===== config.mk =====
export PLATFORM = sky130hd
export DESIGN_NAME = gem_queue
export DESIGN_NICKNAME = d
export VERILOG_FILES = /design/src/rtl/gem_queue.sv
export SDC_FILE = /design/constraint.sdc
export NUM_CORES = 1
export LEC_CHECK = 0
export ABC_CLOCK_PERIOD_IN_PS = 1800
export BUFFER_PORTS_ARGS = -buffer_cell sky130_fd_sc_hd__buf_2
export CORE_MARGIN = 2
export CORE_UTILIZATION = 25
export DETAILED_ROUTE_END_ITERATION = 8
export SETUP_SLACK_MARGIN = 0.15
export SLEW_MARGIN = 10
export SYNTH_ARGS = -nofsm -noshare
export SYNTH_HDL_FRONTEND = slang
export SYNTH_SLANG_ARGS = --single-unit

===== constraint.sdc =====
create_clock -name i_clk -period 1.8 [get_ports i_clk]
set_input_delay 0.09 -clock i_clk [delete_from_list [all_inputs] [get_ports i_clk]]
set_output_delay 0.09 -clock i_clk [all_outputs]
set_load 0.1 [all_outputs]

===== src/rtl/gem_queue.sv =====
module gem_queue #(
    parameter int WIDTH = 8,
    parameter int DEPTH = 4,
    localparam int AW = $clog2(DEPTH)
) (
    input  logic             i_clk,
    input  logic             i_rst_n,
    input  logic             i_push,
    input  logic [WIDTH-1:0] i_data,
    input  logic             i_pop,
    output logic [WIDTH-1:0] o_data,
    output logic             o_full,
    output logic             o_empty
);

    logic [WIDTH-1:0] r_mem [DEPTH];
    logic [AW-1:0]    r_wptr, r_rptr;
    logic [AW:0]      r_count;

    // pointers and fill level
    always_ff @(posedge i_clk) begin
        if (!i_rst_n) begin
            r_wptr  <= '0;
            r_rptr  <= '0;
            r_count <= '0;
        end else begin
            if (i_push) begin
                r_wptr <= r_wptr + AW'(1);
            end
            if (i_pop) begin
                r_rptr <= r_rptr + AW'(1);
            end
            if (i_push && !i_pop) begin
                r_count <= r_count + (AW+1)'(1);
            end else if (!i_push && i_pop) begin
                r_count <= r_count - (AW+1)'(1);
            end
        end
    end

    // storage
    always_ff @(posedge i_clk) begin
        if (i_push) begin
            r_mem[r_wptr] <= i_data;
        end
    end

    assign o_data  = r_mem[r_rptr];
    assign o_full  = (r_count == (AW+1)'(DEPTH));
    assign o_empty = (r_count == '0);

endmodule


---- Yosys cells after proc, flatten, opt, wreduce, memory -nomap -nowiden ----
Memories as Yosys holds them, arrays and structs flattened. A register that Yosys moved wholly into a read port is not among the register bits.
Index checks and enable logic that the tools add are counted.
storage, ports and cells
  flip-flop bits (word level) ............. 7
  latch bits .............................. 0
  memory bits (writable) .................. 32
  memory bits (read-only) ................. 0
  bits of input ports ..................... 12
  output and inout port bits .............. 10
  logic and storage cells ................. 21
  memories kept ........................... 1
memories
  name   words  bits a word  rd ports  clocked after memory_dff  wr ports  RTL line  text
  r_mem  4      8            1         1                         1         16        logic [WIDTH-1:0] r_mem [DEPTH];
operators by class
  add/sub/neg operators ................... 4
  multiply operators ...................... 0
  div/mod/pow operators ................... 0
  order comparisons ....................... 0
  equality and inequality tests ........... 1
  shift operators ......................... 0
  multiplexer cells ....................... 6
  bitwise logic cells ..................... 0
  reduce and logical (&&, ||, !) cells .... 6
operators by type and width
  operator                                           count
  two-way mux 3 bit                                  2
  adder 2 x 1 -> 2 bit (second input constant)       2
  two-way mux 2 bit                                  2
  adder 3 x 1 -> 3 bit (second input constant)       1
  equality test 3 bit (second input constant)        1
  logical NOT 3 bit                                  1
  subtractor 3 x 1 -> 3 bit (second input constant)  1
  logical AND 1 bit                                  2
  logical NOT 1 bit                                  2
  two-way mux 1 bit                                  2
  nonzero test 2 bit                                 1

---- Logic depth before layout (Yosys ltp) ----
  depth in word-level cells ............... 4
  gate-level depth with buffers ........... 7
  mapped depth without buffers ............ 7

---- Worst setup path after synthesis ----
OpenSTA, ideal clock, no wires.
  path kind ............................... reg-to-output
  start point ............................. register r_count[0]
  end point ............................... output o_full
  arrival ................................. 2553 ps
  data required time ...................... 1710 ps
  setup slack ............................. -843 ps
  stages on the path, launching flop included .. 2
  buffers on the path ..................... 0
  path through ............................ dfxtp_1 nor3b_1
between the ends
  cells in the longest elaborated chain, start to end .. 1
ends and longest elaborated chain
  what                      RTL line  text
  start: declaration        18        logic [AW:0] r_count;
  start signal: assignment  34        r_count <= r_count + (AW+1)'(1);
  start signal: assignment  36        r_count <= r_count - (AW+1)'(1);
  equality test 3 bit       49        assign o_full = (r_count == (AW+1)'(DEPTH));
  end: declaration          12        output logic o_full,
Every way passes these cells.

==> summary.md <==
| Metric | Value |
|---|---|
| Post-Syn Area per Cell | `18.9 um^2` |
| GRT Residual Overflow | `0` |
| Post-synthesis compound-gate area fraction | `0.781%` |
| Startpoint Class | `register` |
| Seq cells post-synth | `41` |
| Vias per cell | `slightly above 4` |
| Cells after Synth | `85` |
| Cell Pwr Density | `1200 mW/mm^2` |
| Primary FF master, synth | `edfxtp_1` |
| TritonCTS clock tree | `done` |
| Critical path peak fanout | `8` |
| CTS Root Cell | `clkbuf_8` |
| Number of I/O port buffers | `21` |
| Commonest cells after routing, fill and taps aside | `32 x edfxtp_1, 13 x buf_2, 9 x and2_1` |
| Hold WC Path Type | `in2reg` |
| Layout cells sized above 1 | `35.4%` |
| Multi-input logic area | `~440 um^2` |
| Final ANT Viol Nets | `0` |
| Ys Warns | `0` |
| Top cell type's share of synthesized area | `about three fifths` |
| WP data required | `1.71 ns` |
| Overall die width | `84.1 um` |
| Largest family of logic cells by synthesized area | `multiplexers` |
| Crit. End Element | `output port` |
| Routed wire length | `2550 um` |
| Clk Latency, worst-skew pair | `0.28 ns` |
| Max Root-Sink Buffers | `2` |
| Net Count, Synth | `103` |
| Die area | `0.00707 mm^2` |
| Number of fill cells in the layout | `596` |
| Slowest CP cell | `mux4_2` |
| RSZ-0062 raised after global routing | `false` |
| Vias in the first global route | `894` |
| Status | `finished clean` |
| Synthesized area | `0.00160 mm^2` |
| Max-Cap Viols | `0` |
| Final Skew | `0.00389 ns` |
| First-pass GRT wire length | `between 4000 and 5000 um` |
| Row cnt | `29` |
| Final worst-path cycle share | `87.9%` |
| Io pins | `22` |
| N_diodes | `0` |
| Starting DRT DRC Count | `48` |
| Tmin final | `1.58 ns` |
| CTS Hold Bufs | `0` |
| Number of synthesized flops with an enable pin | `32` |
| Final Setup Violations | `0` |
| Final hold vios | `0` |
| Final Non-Filler Cells | `190` |
| Worst path arrival time | `1.49 ns` |
| Max Fclk | `about 0.63 GHz` |
| Post-synth top area cell | `edfxtp_1` |
| Synth top area cells | `edfxtp_1 60%, dfxtp_1 11%, mux4_2 11%, ha_1 3.9%, and2_1 3.5%` |
| Routed len/inst | `between 10 and 15 um` |
| Placed cells | `182` |
| Starting Density | `between 20% and 30%` |
| Synth Area in XOR/XNOR | `2.73%` |
| Die Ht | `84.1 um` |
| Sequential area share after synthesis | `71.2%` |
| Total CTS buffers | `5` |
| H-tree depth | `2` |
| Remaining DRCs | `0` |
| Post-Synth Adder-Cell Area | `5.15%` |
| Most common library cell in the layout ignoring fill and taps | `edfxtp_1` |
| Worst Setup Path Type | `reg2out` |
| Clk pin slew, worst setup/hold paths | `0.08 ns` |
| Max-slew violation count | `0` |
| Setup TNS after final layout | `0 ns` |
| Largest net degree at the start of global routing | `14` |
| Routed via count | `roughly 770` |
| CP Cell Sequence | `buf_12, mux4_2, buf_12` |
| Pre-antenna DRT Iters | `3` |
| Unique cell type count in the Yosys netlist | `19` |
| Area Overhead vs Synth | `24.0%` |
| Hpwl dp | `1890 um` |
| Buffers & Inverters on Critical Path | `2` |
| NumNets Final | `between 100 and 150` |
| CTS Sinks | `between 40 and 50` |
| Core area | `0.00628 mm^2` |
| FFs w/ async S/R, synth | `0%` |
| Multiplexer share of the synthesized area | `around an eighth` |
| Worst slew pin tran | `0.491 ns` |
| Slew headroom | `between 60 and 70%` |
| Worst vdd ir | `approximately 730 uV` |
| P_leak | `between 0.0007 and 0.0008 uW` |
| CP peak stage delay | `between 0.5 and 0.6 ns` |
| Synth Area in Simple Gates | `5.70%` |
| Crit path max-delay family | `multiplexers` |
| FF/Latch Area | `approximately 0.0011 mm^2` |
| Final GP Congestion | `between 0.6 and 0.7` |
| Initial antenna violation count | `0` |
| Total GRT Usage | `7.88%` |
| Crit-path most repeated cell | `buf_12` |
Yosys cell counts, drive strengths merged, types with 2 or more instances:
master	instances
ha	5
xnor2	2
mux4	8
edfxtp	32
and2	9
inv	4
nor2b	2
dfxtp	9
xor2	3
mux2i	2
kinds of logic after synthesis:
logic type,Yosys count
AO/OA/AOI/OAI,2
XOR/XNOR,5
adder cells (fa/ha/maj),6
buffers and inverters,6
flip-flops,41
multiplexers,10
AND/OR/NAND/NOR,15
worst register-to-register path: cells and delay by family (launching register included):
family | cells | cell delay [ns]
DFF | 1 | 0.37
xor gates and xnor gates | 1 | 0.18
AOI/OAI and AO/OA | 1 | 0.14
adders and majority gates | 1 | 0.46
and+or+nand+nor | 1 | 0.31
area by class of cell:
cell class,count,area share (%)
Clock buffer,5,3.46
Sequential cell,41,57.5
Timing Repair Buffer,22,9.25
Multi-Input combinational cell,38,22.2
Tap cell,77,4.85
Inverter,4,0.755
Clock inverter,3,2.08
state kept, by name (all words and copies together), names as in the netlist, named ones only:
| signal | cells |
|---|---|
| r_wptr | 2 |
| r_count | 3 |
| r_rptr | 2 |
| r_mem | 32 |
path summary, 6_finish.rpt:
| path | startpoint | to | slack, ns | cells past startpoint |
|---|---|---|---|---|
| max | register | o_data[4] | 0.22 | 3 |
| min | i_data[0] | r_mem[2][0] | 0.02 | 1 |
| max reg2reg | r_count[0] | r_count[2] | 0.28 | 4 |
| min reg2reg | r_count[2] | r_count[2] | 0.52 | 2 |
per-layer routing:
layer	vias up	global-route usage, %	routed length [um]	part of all wire (%)
met3	2	3.26	146	5.7
met4	0	2.20	16	0.63
li1	373	-	-	-
met5	-	0	0	0
met1	375	8.83	1030	40
met2	18	13.7	1350	53
timing repair:
action,4_1_cts,5_1_grt
endpoints found under the setup margin,8,8
resized for setup,15,7
buffers inserted,0,0
gates cloned,0,0
endpoints found under the hold margin,0,0
per-stage QoR:
step	total power (uW)	utilization [%]	hold WS, ns	instance area [um^2]	worst slack [ns]
final	2390	31.7	0.0196	1990	0.217
after global routing	2500	31.7	0.00533	1990	0.155
after CTS	2410	31.3	0.0127	1960	0.151
after detailed placement	1660	28.8	0.317	1810	0.194
after global placement	1640	28.8	0.304	1810	0.297
after floorplan	1570	-	0.189	1610	0.131
report_power, final:
part	leakage (uW)	switching, uW	total [uW]	internal [uW]
logic	0.000289	392	567	175
clock network	0.0000518	297	704	408
registers	0.000369	40.3	1120	1080
total	0.000710	729	2390	1660
Note: power is estimated with default switching activity, not from simulation.
