[config.mk]
export PLATFORM = sky130hd
export DESIGN_NAME = gem_front
export DESIGN_NICKNAME = d
export VERILOG_FILES = /design/src/rtl/gem_pkg.sv /design/src/rtl/gem_front.sv
export SDC_FILE = /design/constraint.sdc
export NUM_CORES = 1
export LEC_CHECK = 0
export ABC_AREA = 1
export BUFFER_PORTS_ARGS = -buffer_cell sky130_fd_sc_hd__buf_4
export CAP_MARGIN = 20
export CORE_MARGIN = 2
export CORE_UTILIZATION = 55
export CTS_BUF_LIST = sky130_fd_sc_hd__clkbuf_8
export CTS_CLUSTER_SIZE = 24
export DETAILED_ROUTE_END_ITERATION = 10
export PLACE_DENSITY = 0.76
export SKIP_CTS_REPAIR_TIMING = 1
export SLEW_MARGIN = 20
export SYNTH_ARGS = -nofsm -noshare
export SYNTH_HDL_FRONTEND = slang
export SYNTH_SLANG_ARGS = --single-unit
[constraint.sdc]
create_clock -name i_clk -period 10.56 [get_ports i_clk]
set_input_delay 1.056 -clock i_clk [delete_from_list [all_inputs] [get_ports i_clk]]
set_output_delay 1.056 -clock i_clk [all_outputs]
set_load 0.1 [all_outputs]
[src/rtl/gem_pkg.sv]
package gem_pkg;

    // default sizes handed to the top level
    localparam int GEM_MAX_WIDTH  = 1024;
    localparam int GEM_MAX_HEIGHT = 1024;
    localparam int GEM_PIXEL_BITS = 8;

    // register indexes on the config channel
    localparam logic [1:0] CFG_FRAME_WIDTH  = 2'd0;
    localparam logic [1:0] CFG_FRAME_HEIGHT = 2'd1;
    localparam logic [1:0] CFG_CLIP_LIMIT   = 2'd2;
    localparam logic [1:0] CFG_GRAD_MODE    = 2'd3;

    // gradient modes
    localparam logic [1:0] GM_ABS_X = 2'd0;
    localparam logic [1:0] GM_ABS_Y = 2'd1;
    localparam logic [1:0] GM_MAG   = 2'd2;

    // register reset values
    localparam logic [10:0] RST_FRAME_WIDTH  = 11'd640;
    localparam logic [10:0] RST_FRAME_HEIGHT = 11'd480;
    localparam logic [8:0]  RST_CLIP_LIMIT   = 9'd255;
    localparam logic [1:0]  RST_GRAD_MODE    = GM_MAG;

    // configuration register file
    typedef struct packed {
        logic [10:0] frame_width;
        logic [10:0] frame_height;
        logic [8:0]  clip_limit;
        logic [1:0]  gradient_mode;
    } t_cfg;

    // classification of one queued word
    typedef struct packed {
        logic drain;
        logic has_res;
        logic first_row;
        logic first_col;
        logic last_col;
        logic frame_end;
    } t_cmd;

    localparam int CMD_BITS = $bits(t_cmd);

endpackage

[src/rtl/gem_front.sv]
module gem_front import gem_pkg::*; #(
    parameter int MAX_WIDTH  = GEM_MAX_WIDTH,
    parameter int MAX_HEIGHT = GEM_MAX_HEIGHT,
    parameter int PIXEL_BITS = GEM_PIXEL_BITS,
    localparam int CB = $clog2(MAX_WIDTH),
    localparam int WB = $clog2(MAX_WIDTH + 1),
    localparam int HB = $clog2(MAX_HEIGHT + 1)
) (
    input  logic                  i_clk,
    input  logic                  i_rst_n,
    input  t_cfg                  i_cfg,
    input  logic                  i_accept,
    input  logic                  i_mode,
    output logic                  o_push,
    output t_cmd                  o_cmd,
    output logic [CB-1:0]         o_col
);

    logic [WB-1:0] r_col, r_drain;
    logic [HB-1:0] r_row;
    logic [WB-1:0] w, wm1, c, cnt;
    logic [HB-1:0] h, row_inc;
    logic          pending, last;

    // effective frame size, clamped to the supported range
    always_comb begin
        if (i_cfg.frame_width < 11'd2) begin
            w = WB'(2);
        end else if (int'(i_cfg.frame_width) > MAX_WIDTH) begin
            w = WB'(MAX_WIDTH);
        end else begin
            w = WB'(i_cfg.frame_width);
        end
        if (i_cfg.frame_height < 11'd2) begin
            h = HB'(2);
        end else if (int'(i_cfg.frame_height) > MAX_HEIGHT) begin
            h = HB'(MAX_HEIGHT);
        end else begin
            h = HB'(i_cfg.frame_height);
        end
    end

    // classify the word
    assign wm1     = w - WB'(1);
    assign pending = (r_row >= h);
    assign cnt     = i_mode ? r_drain : r_col;
    assign c       = (cnt >= wm1) ? wm1 : cnt;
    assign last    = (c == wm1);
    assign row_inc = r_row + HB'(1);

    always_comb begin
        o_cmd.drain     = i_mode;
        o_cmd.has_res   = i_mode || (r_row != '0);
        o_cmd.first_row = (r_row == HB'(1));
        o_cmd.first_col = (c == '0);
        o_cmd.last_col  = last;
        o_cmd.frame_end = i_mode && last;
    end

    assign o_col  = c[CB-1:0];
    assign o_push = i_accept && (i_mode ? pending : !pending);

    // raster position counters
    always_ff @(posedge i_clk) begin
        if (!i_rst_n) begin
            r_col   <= '0;
            r_row   <= '0;
            r_drain <= '0;
        end else if (o_push) begin
            if (!i_mode) begin
                if (last) begin
                    r_col <= '0;
                    if (row_inc >= h) begin
                        r_row   <= h;
                        r_drain <= '0;
                    end else begin
                        r_row <= row_inc;
                    end
                end else begin
                    r_col <= c + WB'(1);
                end
            end else begin
                if (last) begin
                    r_drain <= '0;
                    r_row   <= '0;
                    r_col   <= '0;
                end else begin
                    r_drain <= c + WB'(1);
                end
            end
        end
    end

endmodule

Word-level counts from Yosys, hierarchy flattened:

Cells that the tools add are included.

* bits in registers: 33
* input bits: 37
* output and inout port bits: 17
* logic and storage cells: 43

* add/subtract/negate cells: 3
* magnitude comparators: 7
* equality and inequality tests: 3
* muxes and demuxes: 16
* reductions and logical operators: 11

Operators by type and width (count)
* $mux 11: 15
* $ge 11x11->1: 3
* $add 11x1->11 const B: 2
* $gt 11x11->1 const B: 2
* $lt 11x2->1 const B: 2
* $eq 11x1->1 const B: 1
* $eq 11x11->1: 1
* $logic_not 11->1: 1
* $reduce_bool 11->1: 1
* $sub 11x1->11 const B: 1
* $reduce_and 2->1: 2
* $reduce_bool 2->1: 2
* $reduce_and 3->1: 1
* $logic_and 1x1->1: 2
* $ne 2x1->1 const B: 1
* $logic_not 1->1: 1
* $logic_or 1x1->1: 1
* $mux 1: 1

Longest topological paths before layout:

Gate-level depths: netlist of run 1.

* depth in word-level cells: 9
* depth in mapped cells: 34

Worst setup path after synthesis of run 1:

No wires, ideal clock.

* path kind: input-to-output
* start: input i_cfg[29] (netlist bit)
* end: output o_cmd[2] (netlist bit)
* data arrival time: 6.596 ns
* required time: 9.504 ns
* slack: 2.908 ns
* stages on the path: 26
* path buffers: 1
* cells stage by stage: nor2_1 -> nand2_1 -> o21bai_4 -> nand2_1 -> nand2_1 -> inv_1 -> ha_1 -> nand2_1 -> inv_1 -> nand4_1 -> xor2_1 -> inv_1 -> ha_1 -> nand2_1 -> inv_1 -> a221oi_1 -> nand2_1 -> inv_2 -> nand2_2 -> buf_4 -> nand2_1 -> nand2_1 -> inv_1 -> ha_1 -> nand4_1 -> nor3_1

RTL lines
* start, declared: line gem_front.sv:11 `input t_cfg i_cfg,`
* end, declared: line gem_front.sv:15 `output t_cmd o_cmd,`

==> results of run 1 <==
[cell families after synthesis]
group | count (synthesis) | synth area share [%]
compound gates | 106 | 15.5
xor+xnor | 13 | 3.03
fa+ha+maj | 38 | 12.6
buf+inv | 114 | 12.7
flops | 33 | 17.6
mux | 1 | 0.266
simple gates | 304 | 38.4
[layer usage]
layer	vias up	track usage (%)	routed length [µm]
met3	15	3.52	446
met5	-	0	0
met4	0	6.11	151
met2	127	45.2	4700
li1	2087	-	-
met1	1851	37.1	4730
[sequential cells by signal, summed over array words and instances (netlist names)]
name,count
r_row,11
r_drain,11
r_col,11
[area by class of cell]
type	count	area share, %
multi-input combinational	462	63.9
timing repair buffer	42	7.67
clock inverter	3	0.335
inverter	87	7.94
clock buffer	5	1.67
sequential	33	16.1
tap	80	2.43
[synthesized netlist by cell type]
| cell type | count |
|---|---|
| nor2_2 | 7 |
| buf_4 | 7 |
| nor3_1 | 5 |
| nand2_2 | 5 |
| nand2_1 | 115 |
| ha_1 | 38 |
| or4_1 | 1 |
| inv_2 | 5 |
| mux2i_1 | 1 |
| xor2_1 | 13 |
| or2_2 | 11 |
| clkinv_1 | 1 |
| a311oi_1 | 1 |
| o31ai_1 | 1 |
| a211oi_2 | 2 |
| nor4b_1 | 1 |
| o21bai_4 | 1 |
| clkbuf_1 | 12 |
| a221oi_1 | 1 |
| dfxtp_1 | 33 |
| buf_2 | 6 |
| nand4_1 | 35 |
| nand3_2 | 5 |
| nand3_1 | 67 |
| inv_1 | 81 |
| o211ai_1 | 1 |
| o41ai_1 | 1 |
| buf_6 | 2 |
| o21ai_1 | 7 |
| o21ai_0 | 33 |
| nor2_4 | 1 |
| nor4_1 | 3 |
| o22ai_1 | 1 |
| a21oi_1 | 55 |
| nand3_4 | 1 |
| nor2_1 | 47 |
| a211oi_1 | 1 |
| a21o_1 | 1 |
[worst max path at each step]
stage	startpoint	end	cells past startpoint
after global routing	i_cfg[29]	o_cmd[1]	27
final	i_cfg[26]	o_cmd[1]	27
after global placement	i_cfg[29]	o_cmd[0]	27
after detailed placement	i_cfg[26]	o_cmd[1]	27
after CTS	i_cfg[26]	o_cmd[1]	27
after floorplan	i_cfg[29]	o_cmd[2]	26
[power by group through the flow]
stage / registers [mW] / logic, mW / clock network (mW)
2_1_floorplan: 0.133 / 0.173 / 0
3_3_place_gp: 0.133 / 0.215 / 0
3_5_place_dp: 0.134 / 0.218 / 0
4_1_cts: 0.131 / 0.219 / 0.0952
5_1_grt: 0.131 / 0.240 / 0.100
6_report: 0.131 / 0.221 / 0.0938
[through the flow]
step	util [%]	setup slack, ps	cells	instance area, µm²
after floorplan	-	2910	609	3760
after global placement	60.0	3990	704	4030
after detailed placement	60.0	3880	704	4030
after CTS	61.2	3860	712	4110
after global routing	61.2	3360	712	4110
final	61.2	3810	712	4110
[cells in the final DEF (no fill, tap or decap), types with 2 or more instances in the layout]
master and count:
clkbuf_8 5, inv_2 5, ha_1 38, nor2_1 47
clkinv_2 2, nor3_1 5, nand3_1 67, nor2_2 7
nor4_1 3, buf_4 42, nand3_2 5, nand4_1 35
xor2_1 13, dfxtp_1 33, nand2_2 5, nand2_1 115
or2_2 11, a21oi_1 55, o21ai_0 33, o21ai_1 7
inv_1 82, a211oi_2 2
[worst min-delay path, stage by stage (launching register included)]
cell	delay [ps]
dfxtp_1	310
nand3_1	70
a21oi_1	50
==> flow_summary.yaml, run 1 <==
worst_hold_path:
  min_path_cells: 2
  hp-start: "r_drain[3]"
  hold_end: "r_drain[3]"
  worstHoldPathType: "reg2reg"
layout:
  drive_gt1_share_pct: 13.8
  fin_nets: 706
  multiInputGateArea_um2: 2630
  diodes: 0
  n_fill_cell: 658
  seqCellArea_um2: 661
  syn_to_final_growth_pct: 9.24
timing:
  fin_skew_ps: 7.36
  slew_viol_final: 0
  rsz0062_at_grt: "false"
  relSlewSlack_pct: 42.9
  period_share_pct: 63.9
  min_period_ps: 6750
  clock.fmax_mhz: 148
  tightest_slew_ps: 854
  setup_tns_ps: 0
  final_hold_viol_count: 0
  holdWs_ps: 477
  setup_viol: 0
pwr:
  p_per_area_nw_per_um2: 108
  power.share.clock_pct: 21.1
  comb_power_share_pct: 49.6
  seq_power_share_pct: 29.4
  p_total_mw: 0.446
  internal_power_mw: 0.232
  ir_worst_vdd_mv: 0.0984
  p_sw_mw: 0.213
  switching_share_pct: 47.8
  power_leakage_nw: 2.09
drt:
  drtIter0Drc: 247
  routedWlPerCell_um: 14.1
  vias: 4080
  firstDrtPassIters: 5
  totalWireLength_um: 10000
  viasPerCell: 5.73
  final_antenna_net_count: 0
  drc: 0
cts:
  clockBufferDepth: 2
  clk-insertion-delay-late_ps: 290
  cts_tree: "done"
  cts-buffers-inserted: 5
  cts.sinks: 33
  cts_root_buf: "clkbuf_8"
  cts_htree_levels: 2
  clk_pin_slew_worst_paths_ps: 70
placement:
  port_buffers: 42
  dpl.hpwl_um: 7660
  gp_congestion: 0.937
yosys:
  ys_ff_latch: 33
  yosys.area.top_type: "dfxtp_1"
  postSynthCellCount: 609
  yosysWarnings: 0
  syn_avg_cell_area_um2: 6.18
  yosys.area.top_type_share_pct: 17.6
  syn_area_um2: 3760
  ys_types: 38
  syn-num-nets: 684
  synth.area.top_cells: "dfxtp_1, ha_1, nand2_1, nand3_1, inv_1"
  synth_seq_area_share_pct: 17.6
grt:
  grt_max_degree: 32
  grt_first_pass_wirelength_um: 16500
  grt_pass1_vias: 3611
  antenna_found_initial: 0
  grt.total_usage_pct: 27.0
  overflow: 0
setup_path:
  cp-end-kind: "output pin"
  crit_top_cell: "nand2_1"
  r2r_start: "r_drain[10]"
  ff2ff_setup_slack_ps: 6420
  crit_required_ps: 9500
  reg2reg_depth: 19
  cp-start-kind: "input pin"
  r2r_end: "r_drain[4]"
  critPathMaxStageDelay_ps: 550
  crit_arrival_ps: 5690
  crit_slowest_cell: "nand2_1"
  crit_buf_inv: 8
  cp_max_fo: 29
  worstSetupPathType: "in2out"
  cp_top_family: "simple AND/OR/NAND/NOR gates"
floorplanning:
  die_h_um: 86.7
  num_rows: 30
  dieArea_um2: 7520
  io-pin-count: 54
  core_area_um2: 6720
  initial_core_util_pct: 56.0
  fp.dieW_um: 86.7
outcome:
  outcome: "complete, no violations"
run:
  drv_cap: 0
Power figures use the tool's default switching activity.
==> run 2, diff against run 1 <==
ABC_AREA = 0   (was 1)
CORE_UTILIZATION = 54   (was 55)
PLACE_DENSITY = 0.79   (was 0.76)
clock period = 5.55 ns   (was 10.56 ns; I/O delays follow)
==> run 2 against run 1 <==
  * Register-to-register slack got worse by 4700 ps
  * Sequential share of layout area is 0.79 points lower
  * Utilization grew 11 points
  * Total power rose by 30%
  * Sequential cell count stayed put
  * Design area increased by 5.2%
  * Via count shrank 16%
  * Critical path type unchanged
  * Highest routed layer unchanged
==> flow_summary.yaml, run 2 <==
outcome:
  outcome: "complete, no violations"
yosys:
  synth_seq_area_share_pct: 19.3
  yosys.area.top_type_share_pct: 19.3
  syn_area_um2: 3420
  postSynthCellCount: 415
  synth-main-ff-cell: "dfxtp_1"
  yosysMostFrequentCell: "ha_1"
  ys_types: 59
  synthTopCellsByCount: "ha_1, inv_1, dfxtp_1"
  yosys.area.top_type: "dfxtp_1"
  synth.area.top_cells: "dfxtp_1, ha_1, mux2i_1, xnor2_1, nor2b_1"
  yosysWarnings: 0
  syn_avg_cell_area_um2: 8.24
  syn-num-nets: 490
  ys_ff_latch: 33
  synth_edf_count: 0
  async_reset_ff_share_pct: 0
cts:
  cts.sinks: 33
  cts-buffers-inserted: 5
  cts_tree: "done"
  cts_root_buf: "clkbuf_8"
  cts_htree_levels: 2
  clk_pin_slew_worst_paths_ps: 70
  clk-insertion-delay-late_ps: 290
  clockBufferDepth: 2
floorplanning:
  io-pin-count: 54
  fp.dieW_um: 83.6
  dieArea_um2: 6990
  core_area_um2: 6030
  num_rows: 28
  initial_core_util_pct: 56.8
  die_h_um: 83.6
drt:
  routedWlPerCell_um: 16.9
  viasPerCell: 6.11
  drc: 0
  drtIter0Drc: 188
  vias: 3441
  totalWireLength_um: 9500
  final_antenna_net_count: 0
  firstDrtPassIters: 5
pwr:
  p_per_area_nw_per_um2: 134
  power.share.clock_pct: 31.7
  p_sw_mw: 0.187
  seq_power_share_pct: 41.2
  switching_share_pct: 32.4
  internal_power_mw: 0.390
  ir_worst_vdd_mv: 0.158
  power_leakage_nw: 1.99
  comb_power_share_pct: 27.1
layout:
  reg_top3: "r_col: 11 flops, r_drain: 11 flops, r_row: 11 flops"
  stdcell_count: 563
  drive_gt1_share_pct: 27.3
  final_cell_mix: "buf_4, ha_1, inv_1"
  syn_to_final_growth_pct: 26.4
  n_fill_cell: 490
  layout_commonest_cell: "buf_4"
  fin_util_pct: 71.8
  diodes: 0
  post-route-cell-area_um2: 4320
  fin_nets: 562
timing:
  setup_ws_ps: 1.76
  tightest_slew_ps: 700
  relSlewSlack_pct: 52.8
  min_period_ps: 5550
  period_share_pct: 100
  setup_viol: 0
  final_hold_viol_count: 0
  fin_skew_ps: 5.49
  clock.fmax_mhz: 180
  slew_viol_final: 0
  rsz0062_at_grt: "true"
setup_path:
  cp-end-kind: "output pin"
  worstSetupPathType: "in2out"
  cp_max_fo: 10
  ff2ff_setup_slack_ps: 1700
  crit_required_ps: 4990
  cp-start-kind: "input pin"
  crit_arrival_ps: 4990
placement:
  port_buffers: 42
  gp_congestion: 0.943
  dpl.hpwl_um: 7560
  pre_cts_ws_ps: -239
  place_area_um2: 4180
  place_inst: 552
grt:
  overflow: 0
  grt_max_degree: 20
  grt.total_usage_pct: 27.2
  antenna_found_initial: 0
  grt_first_pass_wirelength_um: 15600
  grt_pass1_vias: 3245
run:
  drv_cap: 0
worst_hold_path:
  worstHoldPathType: "reg2reg"
run 2: area by class of cell:
class                      instances  area (µm²)  share of cell area, %
multi-input combinational        328        2700                   62.4
sequential                        33         661                   15.3
timing repair buffer              84         654                   15.1
inverter                          35         131                   3.04
tap                               75        93.8                   2.17
clock buffer                       5        68.8                   1.59
clock inverter                     3        17.5                  0.405
run 2: final timing paths:
check,start,endpoint,cells after the start
max,i_cfg[29],o_cmd[2],19
max reg2reg,r_drain[2],r_drain[10],19
min,r_drain[3],r_drain[3],1
min reg2reg,r_drain[3],r_drain[3],1
run 2: worst max-delay path, cell delays in order:
cell     delay, ps
buf_4          110
or3_4          380
or4b_4         540
o21ai_4        160
ha_2           190
or4b_4         490
o311a_4        350
ha_4           280
nand2_4         40
nor2_1          80
a21oi_1         70
maj3_2         290
o21a_1         200
buf_12         160
mux2i_4        190
nor4_2         280
nand4_1        140
nor4_2         220
buf_6          270
run 2: cells by family (layout without fill, tap and decap cells):
family	Yosys count	in the layout	share of synthesized area [%]
flip-flops	33	33	19.3
multiplexers	37	37	11.3
AND/OR/NAND/NOR	131	131	21.5
AO/OA/AOI/OAI	96	96	20.9
XOR/XNOR	25	25	6.40
adder cells (fa/ha/maj)	39	39	14.2
buffers and inverters	54	127	6.47
run 2: stage by stage:
step / power (mW) / setup TNS (ps) / hold slack (ps)
floorplan: 0.339 / -8870 / 436
global placement: 0.393 / -143 / 441
detailed placement: 0.395 / -239 / 456
CTS: 0.576 / -237 / 472
global route: 0.600 / -176 / 496
finish: 0.577 / 0 / 473
run 2: layer usage:
metal	GRT usage (%)	routed length (µm)	up-vias
li1	-	-	1669
met4	7.62	147	0
met2	42.8	4390	131
met3	4.75	617	14
met1	38.3	4340	1627
met5	0	0	-
run 2: power groups by stage:
| stage | sequential, mW | clock (mW) | combinational (mW) |
|---|---|---|---|
| after global placement | 0.243 | 0 | 0.150 |
| after detailed placement | 0.243 | 0 | 0.151 |
| after floorplan | 0.243 | 0 | 0.0963 |
| after CTS | 0.238 | 0.186 | 0.152 |
| after global routing | 0.238 | 0.192 | 0.169 |
| final | 0.238 | 0.183 | 0.157 |
==> run 3, diff against run 2 <==
CORE_UTILIZATION = 55   (was 54)
PLACE_DENSITY = 0.77   (was 0.79)
clock period = 6.9 ns   (was 5.55 ns; I/O delays follow)
==> run 3 against run 2 <==
  * Clock skew fell by 0.50 ps
  * Sequential power is 20% lower
  * Worst setup slack better by 510 ps
  * Critical endpoint unchanged
  * Largest cell class unchanged
==> flow_summary.yaml, run 3 (synthesis results as in run 2) <==
grt:
  grt_pass1_vias: 3192
  overflow: 0
  grt_first_pass_wirelength_um: 15200
  use_met1_pct: 34.5
  met3_usage_pct: 3.08
  grt.total_usage_pct: 26.4
  grtUsageMet2_pct: 45.0
  grt_max_degree: 22
  antenna_found_initial: 0
  grt.busiest_layer: "met2"
timing:
  holdWs_ps: 464
  final_hold_viol_count: 0
  period_share_pct: 92.6
  min_period_ps: 6390
  clock.fmax_mhz: 156
  setup_viol: 0
  tightest_slew_ps: 755
  slew_viol_final: 0
  relSlewSlack_pct: 49.4
  setup_ws_ps: 508
  rsz0062_at_grt: "false"
  fin_skew_ps: 4.98
pwr:
  p_total_mw: 0.521
  p_per_area_nw_per_um2: 129
  power_leakage_nw: 1.80
  ir_worst_vdd_mv: 0.163
setup_path:
  cp-start-kind: "input pin"
  crit_required_ps: 6210
  cp_max_fo: 21
  worstSetupPathType: "in2out"
  reg2reg_depth: 16
  cp-end-kind: "output pin"
  crit_arrival_ps: 5700
layout:
  diodes: 0
  drive_gt1_share_pct: 19.6
  final_cell_mix: "buf_4, ha_1, inv_1"
  reg_top3: "r_col: 11 flops, r_drain: 11 flops, r_row: 11 flops"
  layout_commonest_cell: "buf_4"
  fin_nets: 522
  post-route-cell-area_um2: 4040
  stdcell_count: 523
  syn_to_final_growth_pct: 18.0
drt:
  drtIter0Drc: 215
  viasPerCell: 6.32
  drc: 0
  final_antenna_net_count: 0
  totalWireLength_um: 9030
  routedWlPerCell_um: 17.3
  firstDrtPassIters: 4
  vias: 3306
floorplanning:
  dieArea_um2: 6870
  io-pin-count: 54
  die_h_um: 82.9
  num_rows: 28
  initial_core_util_pct: 57.4
  fp.dieW_um: 82.9
  core_area_um2: 5960
cts:
  cts_tree: "done"
  clockBufferDepth: 2
  clk-insertion-delay-late_ps: 280
  cts_htree_levels: 2
  cts-buffers-inserted: 5
  clk_pin_slew_worst_paths_ps: 70
  cts_root_buf: "clkbuf_8"
  cts.sinks: 33
placement:
  gp_congestion: 0.853
  port_buffers: 42
  place_inst: 515
  dpl.hpwl_um: 7120
  place_area_um2: 3900
  pre_cts_ws_ps: 525
worst_hold_path:
  worstHoldPathType: "reg2reg"
  min_path_cells: 1
outcome:
  outcome: "complete, no violations"
run:
  drv_cap: 0
-- run 3: cell count changes in the layout (fill, tap and decap cells not counted), moves of 2 or more --
cell       change
buf_4         -37
nor4_1         +2
bufinv_16      +2
buf_6          -3
nor4_2         -2
-- run 3: final timing paths --
| check | start | to | slack, ps |
|---|---|---|---|
| worst max-delay path | i_cfg[28] | o_cmd[2] | 510 |
| worst min-delay path | r_drain[0] | r_drain[0] | 460 |
| worst max register to register | r_drain[1] | r_drain[10] | 2860 |
| worst min register to register | r_drain[0] | r_drain[0] | 460 |
-- run 3: stage by stage --
step,TNS (ps),utilization [%]
after floorplan,-1590,-
after global placement,0,65.4
after detailed placement,0,65.5
after CTS,0,67.8
after global routing,0,67.8
final,0,67.8
-- run 3: cell type report --
cell class / count / area [µm²]
fill: 498 / 1920
clock buffer: 5 / 68.8
sequential: 33 / 661
timing repair buffer: 44 / 343
inverter: 35 / 131
clock inverter: 3 / 65.1
tap: 75 / 93.8
multi-input combinational: 328 / 2680
-- run 3: power breakdown --
part           internal [mW]  switching, mW
Clock                  0.143         0.0737
Combinational         0.0427         0.0700
Sequential             0.191       0.000496
-- run 3: worst max-delay path, stage by stage --
cell and delay [ps]:
buf_4 140, or3_4 370, or4b_4 580, o21ai_4 200, ha_2 330, or4b_4 530
o311a_4 430, ha_4 290, nand2_2 50, nor2_1 90, a21oi_1 80, maj3_2 300
o21a_1 220, buf_12 180, mux2i_4 210, nor4_1 300, nand4_1 120, nor4_1 240
buf_4 340
-- run 3: metal layers --
layer | share of wire (%) | routed length (µm)
met2 | 47 | 4260
met3 | 5.4 | 492
met1 | 45 | 4090
met4 | 2.1 | 192
met5 | 0 | 0
